--- src/design/cbor_enc_pkg.sv ---
// Shared types, codes and head builder for the CBOR item head encoder.
package cbor_enc_pkg;

   typedef enum logic [2:0] {
      CMD_BEGIN     = 3'd0,
      CMD_UINT      = 3'd1,
      CMD_SINT      = 3'd2,
      CMD_BOOL      = 3'd3,
      CMD_FLOAT     = 3'd4,
      CMD_TEXT_HDR  = 3'd5,
      CMD_TEXT_BYTE = 3'd6,
      CMD_MAP_HDR   = 3'd7
   } cmd_type;

   typedef enum logic [1:0] {
      ST_OK       = 2'd0,
      ST_OVERFLOW = 2'd1,
      ST_REJECT   = 2'd2
   } status_type;

   typedef enum logic [1:0] {
      KIND_BEGIN  = 2'd0,
      KIND_BYTES  = 2'd1,
      KIND_REJECT = 2'd2
   } kind_type;

   localparam logic [2:0] MT_UINT   = 3'd0;
   localparam logic [2:0] MT_NINT   = 3'd1;
   localparam logic [2:0] MT_TEXT   = 3'd3;
   localparam logic [2:0] MT_MAP    = 3'd5;
   localparam logic [2:0] MT_SIMPLE = 3'd7;

   localparam logic [4:0] AI_INLINE_MAX = 5'd23;
   localparam logic [4:0] AI_ONE_BYTE   = 5'd24;
   localparam logic [4:0] AI_TWO_BYTES  = 5'd25;
   localparam logic [4:0] AI_FOUR_BYTES = 5'd26;
   localparam logic [4:0] AI_FALSE      = 5'd20;
   localparam logic [4:0] AI_TRUE       = 5'd21;

   localparam logic [15:0] CAPACITY_RESET = 16'd256;
   localparam logic [31:0] TEXT_LEN_MAX   = 32'h0000_FFFF;

   typedef struct packed {
      logic [4:0][7:0] seq;   // seq[0] goes out first
      logic [2:0]      len;
   } head_type;

   typedef struct packed {
      kind_type        kind;
      logic [4:0][7:0] seq;
      logic [2:0]      len;
   } item_type;

   function automatic head_type make_head(input logic [2:0] major, input logic [31:0] val);
      head_type h;
      h.seq = '0;
      if (val <= {27'd0, AI_INLINE_MAX}) begin
         h.seq[0] = {major, val[4:0]};
         h.len    = 3'd1;
      end else if (val <= 32'h0000_00FF) begin
         h.seq[0] = {major, AI_ONE_BYTE};
         h.seq[1] = val[7:0];
         h.len    = 3'd2;
      end else if (val <= 32'h0000_FFFF) begin
         h.seq[0] = {major, AI_TWO_BYTES};
         h.seq[1] = val[15:8];
         h.seq[2] = val[7:0];
         h.len    = 3'd3;
      end else begin
         h.seq[0] = {major, AI_FOUR_BYTES};
         h.seq[1] = val[31:24];
         h.seq[2] = val[23:16];
         h.seq[3] = val[15:8];
         h.seq[4] = val[7:0];
         h.len    = 3'd5;
      end
      return h;
   endfunction

endpackage

--- src/design/cbor_enc_decode.sv ---
// Input register stage: builds the byte sequence of one item.
module cbor_enc_decode (
   input  logic                      clock,
   input  logic                      reset,
   input  logic                      in_valid,
   output logic                      in_ready,
   input  logic [2:0]                in_command,
   input  logic [31:0]               in_uint,
   input  logic [31:0]               in_int,
   input  logic                      in_flag,
   input  logic [31:0]               in_float,
   input  logic [7:0]                in_text,
   output logic                      dec_valid,
   output cbor_enc_pkg::item_type    dec_item,
   input  logic                      dec_take
);
   import cbor_enc_pkg::*;

   logic     valid_ff, valid_in;
   item_type item_ff, item_in;
   head_type head;

   assign in_ready  = !valid_ff || dec_take;
   assign dec_valid = valid_ff;
   assign dec_item  = item_ff;

   always_comb begin
      head         = make_head(MT_UINT, in_uint);
      item_in      = '0;
      item_in.kind = KIND_BYTES;
      case (cmd_type'(in_command))
         CMD_BEGIN: begin
            item_in.kind = KIND_BEGIN;
         end
         CMD_UINT: begin
            item_in.seq = head.seq;
            item_in.len = head.len;
         end
         CMD_SINT: begin
            if (in_int[31]) begin
               head = make_head(MT_NINT, ~in_int);
            end else begin
               head = make_head(MT_UINT, in_int);
            end
            item_in.seq = head.seq;
            item_in.len = head.len;
         end
         CMD_BOOL: begin
            item_in.seq[0] = {MT_SIMPLE, in_flag ? AI_TRUE : AI_FALSE};
            item_in.len    = 3'd1;
         end
         CMD_FLOAT: begin
            item_in.seq[0] = {MT_SIMPLE, AI_FOUR_BYTES};
            item_in.seq[1] = in_float[31:24];
            item_in.seq[2] = in_float[23:16];
            item_in.seq[3] = in_float[15:8];
            item_in.seq[4] = in_float[7:0];
            item_in.len    = 3'd5;
         end
         CMD_TEXT_HDR: begin
            if (in_uint > TEXT_LEN_MAX) begin
               item_in.kind = KIND_REJECT;
            end else begin
               head        = make_head(MT_TEXT, in_uint);
               item_in.seq = head.seq;
               item_in.len = head.len;
            end
         end
         CMD_TEXT_BYTE: begin
            item_in.seq[0] = in_text;
            item_in.len    = 3'd1;
         end
         CMD_MAP_HDR: begin
            head        = make_head(MT_MAP, in_uint);
            item_in.seq = head.seq;
            item_in.len = head.len;
         end
         default: begin
            item_in.kind = KIND_REJECT;
         end
      endcase
   end

   always_comb begin
      valid_in = valid_ff;
      if (in_valid && in_ready) begin
         valid_in = 1'b1;
      end else if (dec_take) begin
         valid_in = 1'b0;
      end
   end

   always_ff @(posedge clock) begin
      if (reset) begin
         valid_ff <= 1'b0;
      end else begin
         valid_ff <= valid_in;
      end
   end

   always_ff @(posedge clock) begin
      if (in_valid && in_ready) begin
         item_ff <= item_in;
      end
   end

endmodule

--- src/design/cbor_enc_emit.sv ---
// Byte serializer with capacity check, payload state and result register.
module cbor_enc_emit (
   input  logic                      clock,
   input  logic                      reset,
   input  logic [15:0]               capacity,
   input  logic                      dec_valid,
   input  cbor_enc_pkg::item_type    dec_item,
   output logic                      dec_take,
   output logic                      out_valid,
   input  logic                      out_ready,
   output logic [7:0]                out_byte,
   output logic [15:0]               out_pos,
   output logic [1:0]                out_status,
   output logic                      out_last
);
   import cbor_enc_pkg::*;

   logic       cur_valid_ff, cur_valid_in;
   item_type   cur_ff;
   logic [2:0] idx_ff, idx_in;
   logic [15:0] count_ff, count_in;
   logic       failed_ff, failed_in;
   logic       rsp_valid_ff, rsp_valid_in;
   logic [7:0] rsp_byte_ff;
   logic [15:0] rsp_pos_ff;
   status_type rsp_status_ff;
   logic       rsp_last_ff;

   logic       out_free, step, done, load;
   logic [7:0] sel_byte, res_byte;
   status_type res_status;
   logic       res_last;

   assign out_free = !rsp_valid_ff || out_ready;
   assign step     = cur_valid_ff && (cur_ff.kind == KIND_BEGIN || out_free);

   always_comb begin
      case (idx_ff)
         3'd0:    sel_byte = cur_ff.seq[0];
         3'd1:    sel_byte = cur_ff.seq[1];
         3'd2:    sel_byte = cur_ff.seq[2];
         3'd3:    sel_byte = cur_ff.seq[3];
         3'd4:    sel_byte = cur_ff.seq[4];
         default: sel_byte = 8'd0;
      endcase
   end

   always_comb begin
      res_byte   = 8'd0;
      res_status = ST_OK;
      res_last   = 1'b1;
      done       = 1'b1;
      count_in   = count_ff;
      failed_in  = failed_ff;
      if (cur_ff.kind == KIND_BEGIN) begin
         count_in  = 16'd0;
         failed_in = 1'b0;
      end else if (failed_ff || cur_ff.kind == KIND_REJECT) begin
         res_status = ST_REJECT;
      end else if (count_ff >= capacity) begin
         res_status = ST_OVERFLOW;
         failed_in  = 1'b1;
      end else begin
         res_byte = sel_byte;
         res_last = (idx_ff == cur_ff.len - 3'd1);
         done     = res_last;
         count_in = count_ff + 16'd1;
      end
   end

   assign load     = dec_valid && (!cur_valid_ff || (step && done));
   assign dec_take = load;

   always_comb begin
      cur_valid_in = cur_valid_ff;
      idx_in       = idx_ff;
      if (load) begin
         cur_valid_in = 1'b1;
         idx_in       = 3'd0;
      end else if (step && done) begin
         cur_valid_in = 1'b0;
      end else if (step) begin
         idx_in = idx_ff + 3'd1;
      end
   end

   always_comb begin
      rsp_valid_in = rsp_valid_ff;
      if (step && cur_ff.kind != KIND_BEGIN) begin
         rsp_valid_in = 1'b1;
      end else if (out_ready) begin
         rsp_valid_in = 1'b0;
      end
   end

   always_ff @(posedge clock) begin
      if (reset) begin
         cur_valid_ff <= 1'b0;
         idx_ff       <= 3'd0;
         count_ff     <= 16'd0;
         failed_ff    <= 1'b0;
         rsp_valid_ff <= 1'b0;
      end else begin
         cur_valid_ff <= cur_valid_in;
         idx_ff       <= idx_in;
         rsp_valid_ff <= rsp_valid_in;
         if (step) begin
            count_ff  <= count_in;
            failed_ff <= failed_in;
         end
      end
   end

   always_ff @(posedge clock) begin
      if (load) begin
         cur_ff <= dec_item;
      end
      if (step && cur_ff.kind != KIND_BEGIN) begin
         rsp_byte_ff   <= res_byte;
         rsp_pos_ff    <= count_ff;
         rsp_status_ff <= res_status;
         rsp_last_ff   <= res_last;
      end
   end

   assign out_valid  = rsp_valid_ff;
   assign out_byte   = rsp_byte_ff;
   assign out_pos    = rsp_pos_ff;
   assign out_status = rsp_status_ff;
   assign out_last   = rsp_last_ff;

   // error results always close their item
   a_err_last: assert property (@(posedge clock) disable iff (reset)
      rsp_valid_ff && rsp_status_ff != ST_OK |-> rsp_last_ff)
      else $error("error result without last flag");

   a_ovf_fail: assert property (@(posedge clock) disable iff (reset)
      step && res_status == ST_OVERFLOW |=> failed_ff)
      else $error("overflow did not set failed");

   a_fail_hold: assert property (@(posedge clock) disable iff (reset)
      failed_ff && !(step && cur_ff.kind == KIND_BEGIN) |=> failed_ff)
      else $error("failed cleared without begin");

   a_idx_range: assert property (@(posedge clock) disable iff (reset)
      cur_valid_ff && cur_ff.kind == KIND_BYTES |-> idx_ff < cur_ff.len)
      else $error("byte index past item length");

endmodule

--- src/design/cbor_item_head_encoder_unit.sv ---
// Top level of the CBOR item head encoder: ports, capacity register, stage wiring.
// Path: the first result of an item passes the input register, the serializer register
// and the result register; later bytes of the item follow one per cycle while the result
// output is not stalled.
// Throughput: one result byte per cycle while the output is not stalled, for items of 1 to 5
// bytes; begin items produce no result.
// Reset (synchronous, active high) clears byte count, failed flag and all valid bits,
// and sets the capacity register to 256.
module cbor_item_head_encoder_unit (
   input  logic         clock,
   input  logic         reset,
   input  logic         req_tvalid,
   output logic         req_tready,
   // [31:0] uint_value, [63:32] int_value, [64] flag_value, [96:65] float_bits,
   // [104:97] text_byte, [111:105] zero
   input  logic [111:0] req_tdata,
   // [2:0] command
   input  logic [2:0]   req_tuser,
   output logic         rsp_tvalid,
   input  logic         rsp_tready,
   // [7:0] data_byte, [23:8] byte_position
   output logic [23:0]  rsp_tdata,
   // [1:0] status
   output logic [1:0]   rsp_tuser,
   output logic         rsp_tlast,
   input  logic         csr_valid,
   output logic         csr_ready,
   input  logic [15:0]  csr_data
);
   import cbor_enc_pkg::*;

   logic [15:0] capacity_ff;
   logic        dec_valid, dec_take;
   item_type    dec_item;
   logic [7:0]  out_byte;
   logic [15:0] out_pos;

   assign csr_ready = 1'b1;

   always_ff @(posedge clock) begin
      if (reset) begin
         capacity_ff <= CAPACITY_RESET;
      end else if (csr_valid) begin
         capacity_ff <= csr_data;
      end
   end

   cbor_enc_decode u_decode (
      .clock      (clock),
      .reset      (reset),
      .in_valid   (req_tvalid),
      .in_ready   (req_tready),
      .in_command (req_tuser),
      .in_uint    (req_tdata[31:0]),
      .in_int     (req_tdata[63:32]),
      .in_flag    (req_tdata[64]),
      .in_float   (req_tdata[96:65]),
      .in_text    (req_tdata[104:97]),
      .dec_valid  (dec_valid),
      .dec_item   (dec_item),
      .dec_take   (dec_take)
   );

   cbor_enc_emit u_emit (
      .clock      (clock),
      .reset      (reset),
      .capacity   (capacity_ff),
      .dec_valid  (dec_valid),
      .dec_item   (dec_item),
      .dec_take   (dec_take),
      .out_valid  (rsp_tvalid),
      .out_ready  (rsp_tready),
      .out_byte   (out_byte),
      .out_pos    (out_pos),
      .out_status (rsp_tuser),
      .out_last   (rsp_tlast)
   );

   assign rsp_tdata = {out_pos, out_byte};

endmodule

--- config.mk ---
export PLATFORM = sky130hd
export DESIGN_NAME = cbor_item_head_encoder_unit
export DESIGN_NICKNAME = d
export VERILOG_FILES = /design/src/design/cbor_enc_pkg.sv /design/src/design/cbor_enc_decode.sv /design/src/design/cbor_enc_emit.sv /design/src/design/cbor_item_head_encoder_unit.sv
export SDC_FILE = /design/constraint.sdc
export NUM_CORES = 1
export LEC_CHECK = 0
export BUFFER_PORTS_ARGS = -buffer_cell sky130_fd_sc_hd__buf_4
export CAP_MARGIN = 10
export CORE_MARGIN = 5
export CORE_UTILIZATION = 51
export CTS_BUF_LIST = sky130_fd_sc_hd__clkbuf_8
export DETAILED_ROUTE_END_ITERATION = 6
export GPL_TIMING_DRIVEN = 0
export MAX_ROUTING_LAYER = met4
export PLACE_DENSITY_LB_ADDON = 0.15
export RECOVER_POWER = 100
export SLEW_MARGIN = 20
export SYNTH_ARGS = -nofsm -noshare
export SYNTH_HDL_FRONTEND = slang
export SYNTH_SLANG_ARGS = --single-unit
--- constraint.sdc ---
create_clock -name clock -period 14.5 [get_ports clock]
set_input_delay 0 -clock clock [delete_from_list [all_inputs] [get_ports clock]]
set_output_delay 0 -clock clock [all_outputs]
set_load 0.005 [all_outputs]
* After elaboration in Yosys (flattened, before gate mapping) *
Cells that the tools add are included.

cells by class
  eq/ne operators = 15
  bitwise logic cells = 2
  add/sub/neg operators = 3
  order comparisons = 11
  reduce and logical (&&, ||, !) cells = 27
  muxes and demuxes = 53

operator list
  kind                                                                                number
  32-bit 2-to-1 mux                                                                   5
  32-bit one-hot mux with 5 select lines                                              1
  27-bit 2-to-1 mux                                                                   5
  24-bit 2-to-1 mux                                                                   5
  32-bit by 16-bit <= comparator with 1-bit output (second input constant)            3
  32-bit by 5-bit <= comparator with 1-bit output (second input constant)             3
  32-bit by 8-bit <= comparator with 1-bit output (second input constant)             3
  16-bit 2-to-1 mux                                                                   6
  19-bit 2-to-1 mux                                                                   5
  43-bit 2-to-1 mux                                                                   2
  11-bit one-hot mux with 7 select lines                                              1
  11-bit 2-to-1 mux                                                                   5
  8-bit one-hot mux with 5 select lines                                               1
  32-bit by 16-bit greater-than comparator with 1-bit output (second input constant)  1
  32-bit NOT                                                                          1
  16-bit by 1-bit adder with 16-bit output (second input constant)                    1
  16-bit >= comparator                                                                1
  3-bit == test (second input constant)                                               5
  1-bit 2-to-1 mux                                                                    14
  3-bit by 2-bit == test with 1-bit output (second input constant)                    4
  2-bit nonzero test                                                                  5
  3-bit by 1-bit == test with 1-bit output (second input constant)                    2
  3-bit zero test                                                                     2
  3-bit AND reduction                                                                 2
  15 further kinds                                                                    28

word-level totals
  logic and storage cells = 137
  register bits = 156
  output and inout bits = 30

* Logic depth before layout (Yosys ltp) *
  depth in word-level cells = 11
  mapped depth = 10

* Cells and area by module *
A second synthesis with hierarchy kept.

second synthesis, totals
  cells, all modules = 755
  area, all modules = 8,155.3 µm²

modules (own cells, without submodules)
  module                       cells an instance  area an instance (µm²)  instances
  cbor_enc_emit                306                4,007.6                 1
  cbor_enc_decode              395                3,554.7                 1
  cbor_item_head_encoder_unit  54                 593.1                   1

* Least setup slack after synthesis *
Ideal clock, no wire load.

  kind = flip-flop to flip-flop
  from = register capacity_ff[15]
  to = register u_emit.cur_ff[0] in the netlist's numbering, enable pin
  required time = 13,984 ps
  arrival = 5,052 ps
  path buffers = 0
  period minus slack after synthesis = 5,569 ps
  setup time = 516 ps
  slack = 8,931 ps
  cell stages (with the launch flop) = 9
  cells stage by stage = dfxtp_1 inv_1 ha_1 nand4_1 or3_1 a311oi_2 or4_1 o21ai_0 a21boi_0

on the way
  longest elaborated chain between the ends = 7

RTL lines
  what                    RTL line                           text
  from (decl)             cbor_item_head_encoder_unit.sv:32  logic [15:0] capacity_ff;
  from (signal assigned)  cbor_item_head_encoder_unit.sv:44  capacity_ff <= csr_data;
  16-bit >= comparator    cbor_enc_emit.sv:60                end else if (count_ff >= capacity) begin
  1-bit 2-to-1 mux        cbor_enc_emit.sv:60
  1-bit 2-to-1 mux        n/a
  1-bit 2-to-1 mux        cbor_enc_emit.sv:55                if (cur_ff.kind == KIND_BEGIN) begin
  1-bit logical AND       cbor_enc_emit.sv:71                assign load = dec_valid && (!cur_valid_ff || (step && done));
  1-bit logical OR        cbor_enc_emit.sv:71
  1-bit logical AND       cbor_enc_emit.sv:71
  named net dec_take      cbor_item_head_encoder_unit.sv:33  logic dec_valid, dec_take;
  to (signal assigned)    cbor_enc_emit.sv:116               cur_ff <= dec_item;
  to (decl)               cbor_enc_emit.sv:19                item_type cur_ff;

The timed path passes the listed nets, and every way through them passes these cells.
A chain may end at the register's enable or synchronous reset.

* Worst setup path after layout *
  from = register capacity_ff[13]
  to = register u_emit.cur_ff[35] in the netlist's numbering, enable pin

Same word-level chain as after synthesis.

==> metrics <==
status=finished, violations left; failing checks=max-capacitance violations, max-slew violations; largest vdd supply drop=51.43 µV; overall die area=18450 µm²; Worst-Skew Late Latency=0.45 ns; Net Count, Synth=947; PortBufs=149; layout cells sized above 1=17.66%; worst-case headroom to the max-slew limit=-9.172%; RSZ-0062 raised after global routing=no; post-route worst setup slack=9.360 ns; hpwl dp=20020 µm; wire length after detailed routing=26500 µm; kind of critical path=reg2reg; Critical R2R Launch=capacity_ff[13]; WL per Instance=20.87 µm; count of endpoints failing hold in the final timing report=0; IO Count=166; area used by sequential logic in the layout=4294 µm²; count of nets after finishing=1199; number of H-tree levels=4; initial cell density of the core=51.39%; fraction of registers with async set or reset after synthesis=0%; Reg2Reg Depth=10; maximum number of pins on one net before global-route repair=27; worst slack at placement=11.16 ns; global-route wire length before repair=40740 µm; number of rows created at floorplan=46; Final setup viols=0; initial antenna violation count=0; cell taking the most area after synthesis=sky130_fd_sc_hd__edfxtp_1; fraction of the yosys area taken by sequential cells=53.18%; setup skew after layout=0.01429 ns; PostCTS Resize Cnt=0; die width=135.8 µm; Final TNS setup=0 ns; total clock sinks=156; instance count of the mapped netlist=788; final count of pins violating max slew=9; Required @ worst endpoint=14.57 ns; origin of the worst min-delay path=req_tdata[46]; time the worst path needs with I/O delays and setup=5.140 ns; CTS root buffer=sky130_fd_sc_hd__clkbuf_8; number of distinct standard cells referenced by the synthesized netlist=68; Power per Cell Area=90.42 nW/µm²; DRC violation count after routing=0; leakage power summed over all cells=4.001 nW; setup slack on the worst flop-to-flop path=9.36 ns; Hold WC Path Type=in2reg; TritonCTS clock tree=built; multi-input logic area=3421 µm²; leading register cell type out of synthesis=sky130_fd_sc_hd__edfxtp_1; Max Root-Sink Buffers=2; worst-path fanout max=23; detailed-route via count=7561; area share of the largest cell type after synthesis=43.51%; growth of design area from synthesis to finish=31.41%; slew at the pin closest to its max-slew limit=1.634 ns; Hold Crit Endpoint=u_decode.dec_item[33]; Post-synth EDFFs=117; number of vias per cell=5.954; main area contributors after synthesis=sky130_fd_sc_hd__edfxtp_1 (44%), sky130_fd_sc_hd__dfxtp_1 (9.7%), sky130_fd_sc_hd__nor2_1 (4.1%); depth of the worst hold-timing path=3; antenna violation net count after detailed routing=0; Fmax=194.5 MHz; Core Box Area=15710 µm²; clock-pin slew on the worst setup and hold paths=0.09 ns; Reg2Reg Capture Point=u_emit.cur_ff[35]; GRT Resource Usage Total=29.87%; arrival time reported for the critical path endpoint=5.21 ns; syn_area_per_cell=10.25 µm²; Post-Synthesis Cell Area=8075 µm²; number of DRC markers after the initial detailed-route iteration=909; number of iterations in the first detailed-routing pass=5; die span in y=135.8 µm; number of warnings reported in the yosys synthesis log=0; Post-CTS Setup Bufs=0; number of CTS-inserted buffers=17; kind of capture point of the worst setup path=flop; synthesis-stage register bit count=156; global route total overflow=0; vias in the first global route=7346; critical path startpoint category=flop; final clock period utilization by the worst path=35.45%; gpl congestion=1.006; Max-Cap Viols=1; FILL cells=1296
critical path, cell delays in order (launching register included):
cell	delay, ns
sky130_fd_sc_hd__dfxtp_1	0.35
sky130_fd_sc_hd__inv_1	0.07
sky130_fd_sc_hd__ha_1	0.30
sky130_fd_sc_hd__nand4_1	0.12
sky130_fd_sc_hd__or3_1	0.42
sky130_fd_sc_hd__a311oi_1	0.50
sky130_fd_sc_hd__or4_1	0.24
sky130_fd_sc_hd__o21ai_0	0.20
sky130_fd_sc_hd__a21boi_0	0.83
sky130_fd_sc_hd__clkbuf_1	0.93
sky130_fd_sc_hd__clkbuf_1	0.79
cells in the mapped netlist (3+ instances only):
cell type / count
sky130_fd_sc_hd__o311a_1: 4
sky130_fd_sc_hd__and4_1: 5
sky130_fd_sc_hd__a222oi_1: 8
sky130_fd_sc_hd__o211ai_1: 8
sky130_fd_sc_hd__inv_1: 33
sky130_fd_sc_hd__buf_2: 4
sky130_fd_sc_hd__o21a_1: 5
sky130_fd_sc_hd__nand3_1: 22
sky130_fd_sc_hd__nand2_1: 45
sky130_fd_sc_hd__nand2b_1: 4
sky130_fd_sc_hd__nand4_1: 19
sky130_fd_sc_hd__a31oi_1: 5
sky130_fd_sc_hd__nor2_1: 88
sky130_fd_sc_hd__clkbuf_1: 45
sky130_fd_sc_hd__a22oi_1: 25
sky130_fd_sc_hd__or3_1: 3
sky130_fd_sc_hd__nor4_1: 13
sky130_fd_sc_hd__a21oi_1: 65
sky130_fd_sc_hd__or4_1: 14
sky130_fd_sc_hd__nor2b_1: 6
sky130_fd_sc_hd__nor3_1: 7
sky130_fd_sc_hd__edfxtp_1: 117
sky130_fd_sc_hd__and3_1: 6
sky130_fd_sc_hd__o221ai_1: 14
sky130_fd_sc_hd__ha_1: 23
sky130_fd_sc_hd__o31ai_1: 16
sky130_fd_sc_hd__dfxtp_1: 39
sky130_fd_sc_hd__a21o_1: 10
sky130_fd_sc_hd__mux2i_1: 15
sky130_fd_sc_hd__o311ai_0: 4
sky130_fd_sc_hd__a221oi_1: 7
sky130_fd_sc_hd__buf_1: 3
sky130_fd_sc_hd__and2_1: 4
sky130_fd_sc_hd__o21ai_0: 53
report_power, final:
part,switching (mW),internal [mW]
logic,0.0800,0.0650
clock network,0.173,0.126
registers,0.00840,0.507
total,0.262,0.698
logic make-up (layout without fill, tap and decap cells):
group | count (synthesis) | count (layout) | synth area share (%)
AOI/OAI and AO/OA | 256 | 256 | 21.48
xor gates and xnor gates | 4 | 4 | 0.4339
adders and majority gates | 23 | 23 | 3.564
buffers and inverters | 89 | 354 | 4.478
DFF | 156 | 156 | 53.18
muxes | 16 | 16 | 1.999
other | 1 | 2 | 0.04644
and+or+nand+nor | 243 | 243 | 14.83
layout by cell type, fill, tap and decap left out, types with 7 or more instances in the layout:
| cell | netlist | layout |
|---|---|---|
| sky130_fd_sc_hd__buf_4 | 2 | 117 |
| sky130_fd_sc_hd__edfxtp_1 | 117 | 117 |
| sky130_fd_sc_hd__nor2_1 | 88 | 88 |
| sky130_fd_sc_hd__dlygate4sd3_1 | 0 | 79 |
| sky130_fd_sc_hd__a21oi_1 | 65 | 65 |
| sky130_fd_sc_hd__clkbuf_1 | 45 | 58 |
| sky130_fd_sc_hd__o21ai_0 | 53 | 53 |
| sky130_fd_sc_hd__nand2_1 | 45 | 45 |
| sky130_fd_sc_hd__dfxtp_1 | 39 | 39 |
| sky130_fd_sc_hd__inv_1 | 33 | 34 |
| sky130_fd_sc_hd__clkbuf_4 | 0 | 28 |
| sky130_fd_sc_hd__a22oi_1 | 25 | 25 |
| sky130_fd_sc_hd__ha_1 | 23 | 23 |
| sky130_fd_sc_hd__nand3_1 | 22 | 22 |
| sky130_fd_sc_hd__nand4_1 | 19 | 19 |
| sky130_fd_sc_hd__clkbuf_8 | 0 | 17 |
| sky130_fd_sc_hd__o31ai_1 | 16 | 16 |
| sky130_fd_sc_hd__nor4_1 | 13 | 15 |
| sky130_fd_sc_hd__mux2i_1 | 15 | 15 |
| sky130_fd_sc_hd__or4_1 | 14 | 14 |
| sky130_fd_sc_hd__o221ai_1 | 14 | 14 |
| sky130_fd_sc_hd__a21o_1 | 10 | 10 |
| sky130_fd_sc_hd__o211ai_1 | 8 | 8 |
| sky130_fd_sc_hd__a222oi_1 | 8 | 8 |
| sky130_fd_sc_hd__nor3_1 | 7 | 7 |
| sky130_fd_sc_hd__a221oi_1 | 7 | 7 |
metal layers:
layer	track usage [%]	part of all wire, %
met2	48.06	48
met3	4.774	7.3
met5	-	0
met4	10.92	4.1
met1	38.54	41
metrics by stage:
step | util, % | cells | power [mW] | hold slack, ns | instance area (µm²)
CTS | 68.49 | 1267 | 0.9671 | 0.002428 | 10760
finish | 67.53 | 1270 | 0.9595 | 0.005579 | 10610
detailed placement | 61.26 | 1158 | 0.6543 | 0.2412 | 9625
global placement | 60.23 | 1153 | 0.6489 | 0.2266 | 9464
floorplan | - | 788 | 0.5834 | 0.1304 | 8075
global route | 67.52 | 1269 | 0.9992 | 0.01369 | 10610
layout make-up:
cell class / count / area share, %
multi-input combinational: 543 / 32.24
clock buffer: 17 / 2.205
sequential: 156 / 40.47
tap: 216 / 2.547
antenna: 1 / 0.02358
timing repair buffer: 233 / 17.99
buffer: 56 / 2.122
inverter: 33 / 1.167
clock inverter: 15 / 1.238
registers in the layout, indices dropped and copies added (netlist names):
signal,flops
u_emit.failed_ff,1
capacity_ff,16
u_emit.out_status,2
u_emit.out_last,1
u_decode.dec_valid,1
u_emit.cur_valid_ff,1
u_emit.out_byte,8
u_emit.count_ff,16
u_emit.out_valid,1
u_emit.cur_ff,45
u_decode.dec_item,45
u_emit.out_pos,16
u_emit.idx_ff,3
what timing repair did:
item,4_1_cts,5_1_grt
setup endpoints to repair,0,0
hold endpoints to repair,64,2
hold buffers,77,2
worst max-delay path by stage:
stage | cells after the start | endpoint | start | slack (ns)
after CTS | 10 | u_emit.cur_ff[38] | u_emit.count_ff[0] | 11.12
after floorplan | 8 | u_emit.cur_ff[0] | capacity_ff[15] | 8.93
after global placement | 7 | u_emit.cur_ff[32] | u_emit.count_ff[13] | 7.49
final | 10 | u_emit.cur_ff[35] | capacity_ff[13] | 9.36
after global routing | 10 | u_emit.cur_ff[35] | capacity_ff[13] | 8.97
after detailed placement | 10 | u_emit.cur_ff[40] | u_emit.count_ff[0] | 11.16
Power figures use the tool's default switching activity.
